[src/sv/wbps_pkg.sv]
// ----------------------------------------------------------------------------
// wbps_pkg: shared types and constants for the wildcard byte pattern search
// Word layout widths, request codes and the result record.
// ----------------------------------------------------------------------------
package wbps_pkg;

  localparam int unsigned PATTERN_MAX_DEF = 256;
  localparam int unsigned BUFFER_MAX_DEF  = 65536;

  localparam int unsigned LEN_W     = 9;
  localparam int unsigned IDX_W     = 8;
  localparam int unsigned BYTE_W    = 8;
  localparam int unsigned OFS_W     = 16;
  localparam int unsigned IN_DATA_W = 32;
  localparam int unsigned OUT_DATA_W = 24;

  localparam logic [OFS_W-1:0] OFS_SAT = '1;

  typedef enum logic {
    REQ_LOAD = 1'b0,
    REQ_DATA = 1'b1
  } req_e;

  typedef struct packed {
    logic             found;
    logic [OFS_W-1:0] match_offset;
  } res_t;

endpackage

[src/sv/wbps_cell.sv]
// ----------------------------------------------------------------------------
// wbps_cell: one pattern position of the search chain
// Holds the expected byte, the wildcard mark and the partial-match bit.
// ----------------------------------------------------------------------------
module wbps_cell import wbps_pkg::*; (
  input  logic              clk_i,
  input  logic              rst_ni,
  input  logic              wr_en_i,
  input  logic [BYTE_W-1:0] wr_byte_i,
  input  logic              wr_wild_i,
  input  logic              step_i,
  input  logic              prev_i,
  input  logic [BYTE_W-1:0] data_byte_i,
  output logic              pm_o
);

  logic [BYTE_W-1:0] pat_q;
  logic              wild_q;
  logic              pm_q, pm_d;

  always_ff @(posedge clk_i) begin
    if (wr_en_i) begin
      pat_q  <= wr_byte_i;
      wild_q <= wr_wild_i;
    end
  end

  always_comb begin
    pm_d = pm_q;
    if (step_i) begin
      pm_d = prev_i & (wild_q | (pat_q == data_byte_i));
    end
  end

  always_ff @(posedge clk_i or negedge rst_ni) begin
    if (!rst_ni) begin
      pm_q <= 1'b0;
    end else begin
      pm_q <= pm_d;
    end
  end

  assign pm_o = pm_q;

endmodule

[src/sv/wbps_ofifo.sv]
// ----------------------------------------------------------------------------
// wbps_ofifo: two-word result buffer
// Decouples the match stage from the output stream.
// ----------------------------------------------------------------------------
module wbps_ofifo import wbps_pkg::*; (
  input  logic       clk_i,
  input  logic       rst_ni,
  input  logic       push_i,
  input  res_t       data_i,
  input  logic       pop_i,
  output logic       valid_o,
  output res_t       data_o,
  output logic [1:0] count_o
);

  res_t       mem_q [2];
  logic       wr_ptr_q, wr_ptr_d;
  logic       rd_ptr_q, rd_ptr_d;
  logic [1:0] cnt_q, cnt_d;

  always_ff @(posedge clk_i) begin
    if (push_i) begin
      mem_q[wr_ptr_q] <= data_i;
    end
  end

  always_comb begin
    wr_ptr_d = wr_ptr_q ^ push_i;
    rd_ptr_d = rd_ptr_q ^ pop_i;
    cnt_d    = cnt_q + 2'(push_i) - 2'(pop_i);
  end

  always_ff @(posedge clk_i or negedge rst_ni) begin
    if (!rst_ni) begin
      wr_ptr_q <= 1'b0;
      rd_ptr_q <= 1'b0;
      cnt_q    <= '0;
    end else begin
      wr_ptr_q <= wr_ptr_d;
      rd_ptr_q <= rd_ptr_d;
      cnt_q    <= cnt_d;
    end
  end

  assign valid_o = (cnt_q != 2'd0);
  assign data_o  = mem_q[rd_ptr_q];
  assign count_o = cnt_q;

endmodule

[src/sv/wildcard_byte_pattern_search.sv]
// ----------------------------------------------------------------------------
// wildcard_byte_pattern_search: leftmost wildcard pattern match in a byte stream
// Pattern loads and data bytes share the input stream; one result per buffer.
// ----------------------------------------------------------------------------
// One input word is taken every clock (load or data byte). Each data byte is
// compared against all PATTERN_MAX pattern positions at once by a row of
// cells whose partial-match bits shift one cell per byte; in the next cycle a
// registered match stage picks the bit at position pattern_length-1 and keeps
// the leftmost hit. The result for a buffer is formed in the match stage after
// its last byte and written into a two-word output buffer, so input stalls
// only when that buffer and the match stage together already hold two pending
// results and the output is not draining. Bytes at offset BUFFER_MAX and
// beyond only count toward the end of the buffer.
module wildcard_byte_pattern_search import wbps_pkg::*; #(
  parameter int unsigned PATTERN_MAX = PATTERN_MAX_DEF,
  parameter int unsigned BUFFER_MAX  = BUFFER_MAX_DEF
) (
  input  logic                  clk_i,
  input  logic                  rst_ni,
  input  logic                  cfg_we_i,
  input  logic [LEN_W-1:0]      cfg_wdata_i,    // pattern_length
  input  logic                  s_axis_tvalid,
  output logic                  s_axis_tready,
  // [7:0] pat_index, [15:8] pat_byte, [16] pat_wild, [24:17] data_byte
  input  logic [IN_DATA_W-1:0]  s_axis_tdata,
  input  logic                  s_axis_tuser,   // req_type
  input  logic                  s_axis_tlast,   // data_last
  output logic                  m_axis_tvalid,
  input  logic                  m_axis_tready,
  // [0] found, [16:1] match_offset
  output logic [OUT_DATA_W-1:0] m_axis_tdata
);

  localparam int unsigned CNT_W = $clog2(BUFFER_MAX + 1);

  logic [IDX_W-1:0]  pat_index;
  logic [BYTE_W-1:0] pat_byte;
  logic              pat_wild;
  logic [BYTE_W-1:0] data_byte;

  assign pat_index = s_axis_tdata[7:0];
  assign pat_byte  = s_axis_tdata[15:8];
  assign pat_wild  = s_axis_tdata[16];
  assign data_byte = s_axis_tdata[24:17];

  logic in_acc, load_acc, data_acc, step;

  logic [LEN_W-1:0] len_q;
  logic [CNT_W-1:0] cnt_q, cnt_d;
  logic             clr_q, clr_d;

  assign in_acc   = s_axis_tvalid & s_axis_tready;
  assign load_acc = in_acc & (req_e'(s_axis_tuser) == REQ_LOAD);
  assign data_acc = in_acc & (req_e'(s_axis_tuser) == REQ_DATA);
  assign step     = data_acc & (cnt_q < CNT_W'(BUFFER_MAX));

  always_ff @(posedge clk_i or negedge rst_ni) begin
    if (!rst_ni) begin
      len_q <= LEN_W'(1);
    end else if (cfg_we_i) begin
      len_q <= cfg_wdata_i;
    end
  end

  // cell chain
  logic [PATTERN_MAX-1:0] pm;
  logic [PATTERN_MAX-1:0] tap;

  for (genvar k = 0; k < PATTERN_MAX; k++) begin : g_cell
    logic prev;
    if (k == 0) begin : g_head
      assign prev = 1'b1;
    end else begin : g_link
      // first byte of a new buffer starts from an empty chain
      assign prev = pm[k-1] & ~clr_q;
    end

    wbps_cell u_cell (
      .clk_i      (clk_i),
      .rst_ni     (rst_ni),
      .wr_en_i    (load_acc && (int'(pat_index) == k)),
      .wr_byte_i  (pat_byte),
      .wr_wild_i  (pat_wild),
      .step_i     (step),
      .prev_i     (prev),
      .data_byte_i(data_byte),
      .pm_o       (pm[k])
    );
  end

  always_comb begin
    cnt_d = cnt_q;
    clr_d = clr_q;
    if (data_acc) begin
      clr_d = s_axis_tlast;
      if (s_axis_tlast) begin
        cnt_d = '0;
      end else if (step) begin
        cnt_d = cnt_q + CNT_W'(1);
      end
    end
  end

  always_ff @(posedge clk_i or negedge rst_ni) begin
    if (!rst_ni) begin
      cnt_q <= '0;
      clr_q <= 1'b0;
    end else begin
      cnt_q <= cnt_d;
      clr_q <= clr_d;
    end
  end

  // match stage
  logic             s1_valid_q, s1_cmp_q, s1_last_q;
  logic [CNT_W-1:0] s1_cnt_q;
  logic [LEN_W-1:0] s1_len_q;

  always_ff @(posedge clk_i or negedge rst_ni) begin
    if (!rst_ni) begin
      s1_valid_q <= 1'b0;
      s1_cmp_q   <= 1'b0;
      s1_last_q  <= 1'b0;
    end else begin
      s1_valid_q <= data_acc;
      s1_cmp_q   <= step;
      s1_last_q  <= data_acc & s_axis_tlast;
    end
  end

  always_ff @(posedge clk_i) begin
    if (data_acc) begin
      s1_cnt_q <= cnt_q;
      s1_len_q <= len_q;
    end
  end

  logic [LEN_W-1:0] len_m1;
  assign len_m1 = s1_len_q - LEN_W'(1);

  for (genvar k = 0; k < PATTERN_MAX; k++) begin : g_tap
    assign tap[k] = pm[k] & (int'(len_m1) == k);
  end

  logic             hit_seen_q, hit_seen_d;
  logic [OFS_W-1:0] hit_ofs_q, hit_ofs_d;
  logic             hit_now;
  logic [31:0]      start_w;
  logic [OFS_W-1:0] start_sat;
  logic             push;
  res_t             push_res;

  assign hit_now = s1_valid_q & s1_cmp_q & ~hit_seen_q & (s1_len_q != '0) & (|tap);
  assign start_w   = 32'(s1_cnt_q) + 32'd1 - 32'(s1_len_q);
  assign start_sat = (start_w > 32'(OFS_SAT)) ? OFS_SAT : start_w[OFS_W-1:0];

  always_comb begin
    hit_seen_d = hit_seen_q;
    hit_ofs_d  = hit_ofs_q;
    push       = 1'b0;
    push_res   = '0;
    if (s1_valid_q && s1_last_q) begin
      push                  = 1'b1;
      push_res.found        = hit_seen_q | hit_now;
      push_res.match_offset = hit_seen_q ? hit_ofs_q : (hit_now ? start_sat : '0);
      hit_seen_d            = 1'b0;
      hit_ofs_d             = '0;
    end else if (hit_now) begin
      hit_seen_d = 1'b1;
      hit_ofs_d  = start_sat;
    end
  end

  always_ff @(posedge clk_i or negedge rst_ni) begin
    if (!rst_ni) begin
      hit_seen_q <= 1'b0;
      hit_ofs_q  <= '0;
    end else begin
      hit_seen_q <= hit_seen_d;
      hit_ofs_q  <= hit_ofs_d;
    end
  end

  // output buffer
  logic       pop;
  logic [1:0] fifo_cnt;
  logic [2:0] occ;
  res_t       out_res;

  wbps_ofifo u_ofifo (
    .clk_i  (clk_i),
    .rst_ni (rst_ni),
    .push_i (push),
    .data_i (push_res),
    .pop_i  (pop),
    .valid_o(m_axis_tvalid),
    .data_o (out_res),
    .count_o(fifo_cnt)
  );

  assign pop = m_axis_tvalid & m_axis_tready;
  assign occ = 3'(fifo_cnt) + 3'(s1_valid_q & s1_last_q) - 3'(pop);
  assign s_axis_tready = (occ < 3'd2);

  assign m_axis_tdata = {(OUT_DATA_W - OFS_W - 1)'(0), out_res.match_offset, out_res.found};

endmodule

[config.mk]
export PLATFORM = sky130hd
export DESIGN_NAME = wildcard_byte_pattern_search
export DESIGN_NICKNAME = d
export VERILOG_FILES = /design/src/sv/wbps_pkg.sv /design/src/sv/wbps_cell.sv /design/src/sv/wbps_ofifo.sv /design/src/sv/wildcard_byte_pattern_search.sv
export SDC_FILE = /design/constraint.sdc
export NUM_CORES = 2
export LEC_CHECK = 0
export BUFFER_PORTS_ARGS = -buffer_cell sky130_fd_sc_hd__buf_2
export CAP_MARGIN = 10
export CORE_MARGIN = 8
export CORE_UTILIZATION = 55
export CTS_CLUSTER_DIAMETER = 200
export DETAILED_ROUTE_END_ITERATION = 10
export PLACE_DENSITY = 0.71
export SLEW_MARGIN = 20
export SYNTH_ARGS = -nofsm -noshare
export SYNTH_HDL_FRONTEND = slang
export SYNTH_SLANG_ARGS = --single-unit
[constraint.sdc]
create_clock -name clk_i -period 10.5 [get_ports clk_i]
set_input_delay 1.575 -clock clk_i [delete_from_list [all_inputs] [get_ports clk_i]]
set_output_delay 1.575 -clock clk_i [all_outputs]
set_load 0.02 [all_outputs]
==> results.txt <==
The flow ran to the end, and the final reports show no timing, DRC or antenna violations. After Yosys synthesis, and, or, nand and nor cells account for 6.493% of the synthesized area. For this run the aggregate overflow at the end of global routing stands at 0.

Cells fill 61.23% of the core in the end. The number of distinct library cells after synthesis is 78, and the fraction of the mapped netlist area in compound gates is 4.346%. Dividing the synthesized area by the synthesized cell count gives 14.96 um2.

The post-route netlist has 9.630% of its cells at a drive strength greater than 1. The depth of the worst register-to-register path works out to 14. The most used routing layer is met2. In the layout the commonest cells are 2364 x edfxtp_1, 1956 x xor2_1, 490 x nor4_1. The startpoint of the worst-slack reg-to-reg timing path is u_ofifo.count_o[1].

For this design the ratio of total power to cell area is 198.6 nW/um2. The worst setup path is captured at a flop. The length of the first detailed-routing pass in iterations was 6; the total of hold buffers inserted after clock tree synthesis was 0.

Post-CTS timing repair inserted 0 buffers for setup. Global routing consumed, on the met1 layer, 37.54% of the routing resources. Main combinational cell family by area after synthesis: XOR/XNOR gates. The post-cts gate resize count was 0. The run gives 0 as the total count of max-transition violations in the final report. The wire length reported by the detailed router came out at 299100 um. The finished layout holds 10513 standard cells, fillers aside. The initial core utilization is 55.25%.

Max-cap violations in this run came to 0. For the pin with the worst max-slew slack, the measured transition is 1.311 ns. The sequential-to-total area share from yosys stat was 69.74%; the via count of the first global-routing pass was 63734. The startpoint type of the worst setup path is a primary input. The tools report the static leakage power as 42.79 nW. Counting I/O delays and the setup requirement, the final critical path takes 5.573 ns. The first global-routing pass estimated 435400 um of wire. The number of nets with antenna violations after detailed routing was 0; the y dimension of the die was 468.9 um. In the synthesized netlist, mux cells make up 0.8974% of the area.

The number of nets in the layout was 7688; the yosys synthesis warning count was 0. After the first detailed-routing iteration, the DRC count stood at 7547. The terminating pin of the worst hold path is s1_len_q[3].

After filler insertion, the fill cell instance count of the layout stands at 14819. The total area inside the core boundary comes to 204200 um2. For this run, the top clock speed supported by timing is 179.4 MHz. Once detailed placement completed, the half-perimeter wirelength came to 156900 um. The clock-pin slew of the registers on the worst-case setup and hold paths was 0.06 ns. Setup violations remaining at the end of the flow were counted as 0. For the routability-driven placement congestion ratio, the log shows 0.8450. The row count came out at 166. TritonCTS built the clock tree.

After routing, the total negative slack on setup checks comes to 0 ns. The floorplan step defined a die boundary enclosing 219800 um2. CTS placed an instance of clkbuf_16 at the clock tree root.

For the initial antenna violation count, the log shows 20. The critical path in this run is classified as in2reg. The clock arrives with 0.05620 ns of skew. For this run, design rule violations remaining after detail routing come to 0. In this run the deepest clock path goes through 4 buffers. The share of synthesized cell area in full adder, half adder and majority cells works out to 0.3794%. The tools report the clock latency on the worst-skew pair as 0.92 ns. The per-cell via count in the routed design is 6.130. For the number of placed cells counting well taps, the log shows 10007.

The cell count after synthesis came out at 7538. The routing usage on met3 was 4.822%; the number of endpoints with negative hold slack in the final report was 0. The tree built by TritonCTS fans out to 2671 sinks.

The largest fanout on the critical path was 10. Leaving out fill and tap cells, the most frequent cell in the layout is edfxtp_1. Dividing the detail-routed wire length by the instance count gives 28.45 um.

In this run the cell area of the synthesized design comes to 112800 um2. Along the worst hold path, the cell count comes to 0. Global routing used 26.92% of the available tracks. Input and output buffers added on the ports amount to 59.

Measured against its own limit, the worst slew margin works out to 12.35%. The design draws 0.02482 W. The register-to-register path setup slack was 4.96 ns; the part of the cycle the worst path needs was 53.08%. The area growth from synthesis to layout is 10.83%. The kind of path behind the tightest hold check was reg2reg. Number of flip-flops and latches in the synthesized netlist: 2671.

Launch point of the worst hold path: len_q[3]. The share of synthesized registers carrying an async set or reset was 11.49%. The worst-case IR drop observed on VDD is 167.6 uV. TritonCTS created 286 clock buffers. In this run the critical register-to-register path is captured at g_cell[170].u_cell.pat_q[4]. 74 I/O pins were placed.

Yosys mapped a number of flops with a built-in enable equal to 2364. The xor/xnor cell area share of the yosys netlist is 16.09%, and the routing usage on met2 is 42.55%. The routed layout has 64448 vias. Setup repair after global routing left no endpoint under its margin. The tools report the number of H-tree levels as 5. The horizontal extent of the die came out at 468.9 um. The critical path arrival came out at 6.09 ns.

For this run, the leading register cell type out of synthesis is edfxtp_1. The maximum number of pins on one net before global-route repair is 208, and the required time reported for the critical path endpoint is 11.02 ns.
## critical path, stage by stage
cell and delay, ns:
buf_2 0.09, and2_1 0.16, ha_1 0.28, inv_1 0.06
ha_1 0.13, inv_1 0.05, fa_1 0.40, xnor2_1 0.21
and2_1 0.17, nand2_1 0.15, nor4b_1 0.89, nand2_2 0.70
buf_4 0.52, nor2_1 0.68
## worst max path at each step
stage                            start  cells past startpoint  slack [ns]                          end
finish                   m_axis_tready                     14        4.93  g_cell[170].u_cell.pat_q[4]
global route        u_ofifo.count_o[1]                     14        4.74  g_cell[170].u_cell.pat_q[4]
CTS                 u_ofifo.count_o[1]                     14        4.80  g_cell[170].u_cell.pat_q[1]
detailed placement       m_axis_tready                     14        3.89  g_cell[170].u_cell.pat_q[5]
global placement         m_axis_tready                     14        3.89  g_cell[170].u_cell.pat_q[2]
floorplan                m_axis_tready                     13        5.53  g_cell[126].u_cell.pat_q[0]
## stage by stage
| step | area (um2) | setup slack, ns | hold WS, ns |
|---|---|---|---|
| finish | 125000 | 4.927 | 0.4446 |
| global route | 125000 | 4.742 | 0.4597 |
| CTS | 124900 | 4.795 | 0.4449 |
| detailed placement | 116300 | 3.888 | 0.4305 |
| global placement | 116300 | 3.893 | 0.4275 |
| floorplan | 112800 | 5.531 | 0.4211 |
## cells by family after synthesis
| kind of cell | Yosys count |
|---|---|
| other | 1 |
| buffers and inverters | 585 |
| muxes | 91 |
| AOI/OAI and AO/OA | 764 |
| adders and majority gates | 33 |
| and+or+nand+nor | 1321 |
| xor gates and xnor gates | 2072 |
| DFF | 2671 |
## power by group
| part | switching (W) | total [W] | internal, W |
|---|---|---|---|
| registers | 0.000454 | 0.0126 | 0.0121 |
| logic | 0.00198 | 0.00284 | 0.000862 |
| clock network | 0.00393 | 0.00942 | 0.00549 |
## metal layers
metal | part of all wire [%] | wire length (um) | vias up
li1 | - | - | 27730
met1 | 41 | 121400 | 33021
met2 | 46 | 138800 | 3074
met3 | 8.9 | 26690 | 621
met4 | 4.1 | 12240 | 2
met5 | 0.0043 | 13 | -
## state kept, by name, summed over array words and instances (netlist names), 2 cells and up
signal,cells
cnt_q,17
g_cell.u_cell.pat_q,2048
g_cell.u_cell.pm_o,256
g_cell.u_cell.wild_q,256
hit_ofs_q,16
len_q,9
s1_cnt_q,17
s1_len_q,9
u_ofifo.count_o,2
u_ofifo.mem_q,34
## synth_stat cells, types with 15 or more instances
cell type / instances / area share (%)
a21oi_1: 280 / 1.2
a22o_1: 22 / 0.17
a22oi_1: 16 / 0.11
buf_1: 96 / 0.32
buf_2: 33 / 0.15
buf_4: 15 / 0.10
clkbuf_1: 267 / 0.89
dfrtp_1: 306 / 6.8
edfxtp_1: 2364 / 63
ha_1: 31 / 0.34
inv_1: 168 / 0.56
mux2_2: 31 / 0.31
mux2i_1: 55 / 0.49
nand2_1: 236 / 0.79
nand3_1: 23 / 0.10
nand4_1: 33 / 0.18
nor2_1: 316 / 1.1
nor2b_1: 17 / 0.094
nor3_1: 30 / 0.13
nor4_1: 491 / 2.7
o21ai_0: 167 / 0.74
o31ai_1: 33 / 0.22
o32ai_1: 20 / 0.16
o41ai_1: 122 / 0.95
or4b_2: 122 / 1.1
xnor2_1: 116 / 0.90
xor2_1: 1956 / 15
## area by class of cell
cell class | count | area, um2 | share of cell area [%]
Sequential cell | 2671 | 78680 | 62.93
Multi-Input combinational cell | 4288 | 31960 | 25.56
Clock buffer | 393 | 7918 | 6.333
Tap cell | 2688 | 3363 | 2.690
Timing Repair Buffer | 189 | 1714 | 1.371
Clock inverter | 97 | 699.4 | 0.5595
Inverter | 171 | 646.9 | 0.5174
Antenna cell | 16 | 40.04 | 0.03203
Note: power is estimated with default switching activity, not from simulation.
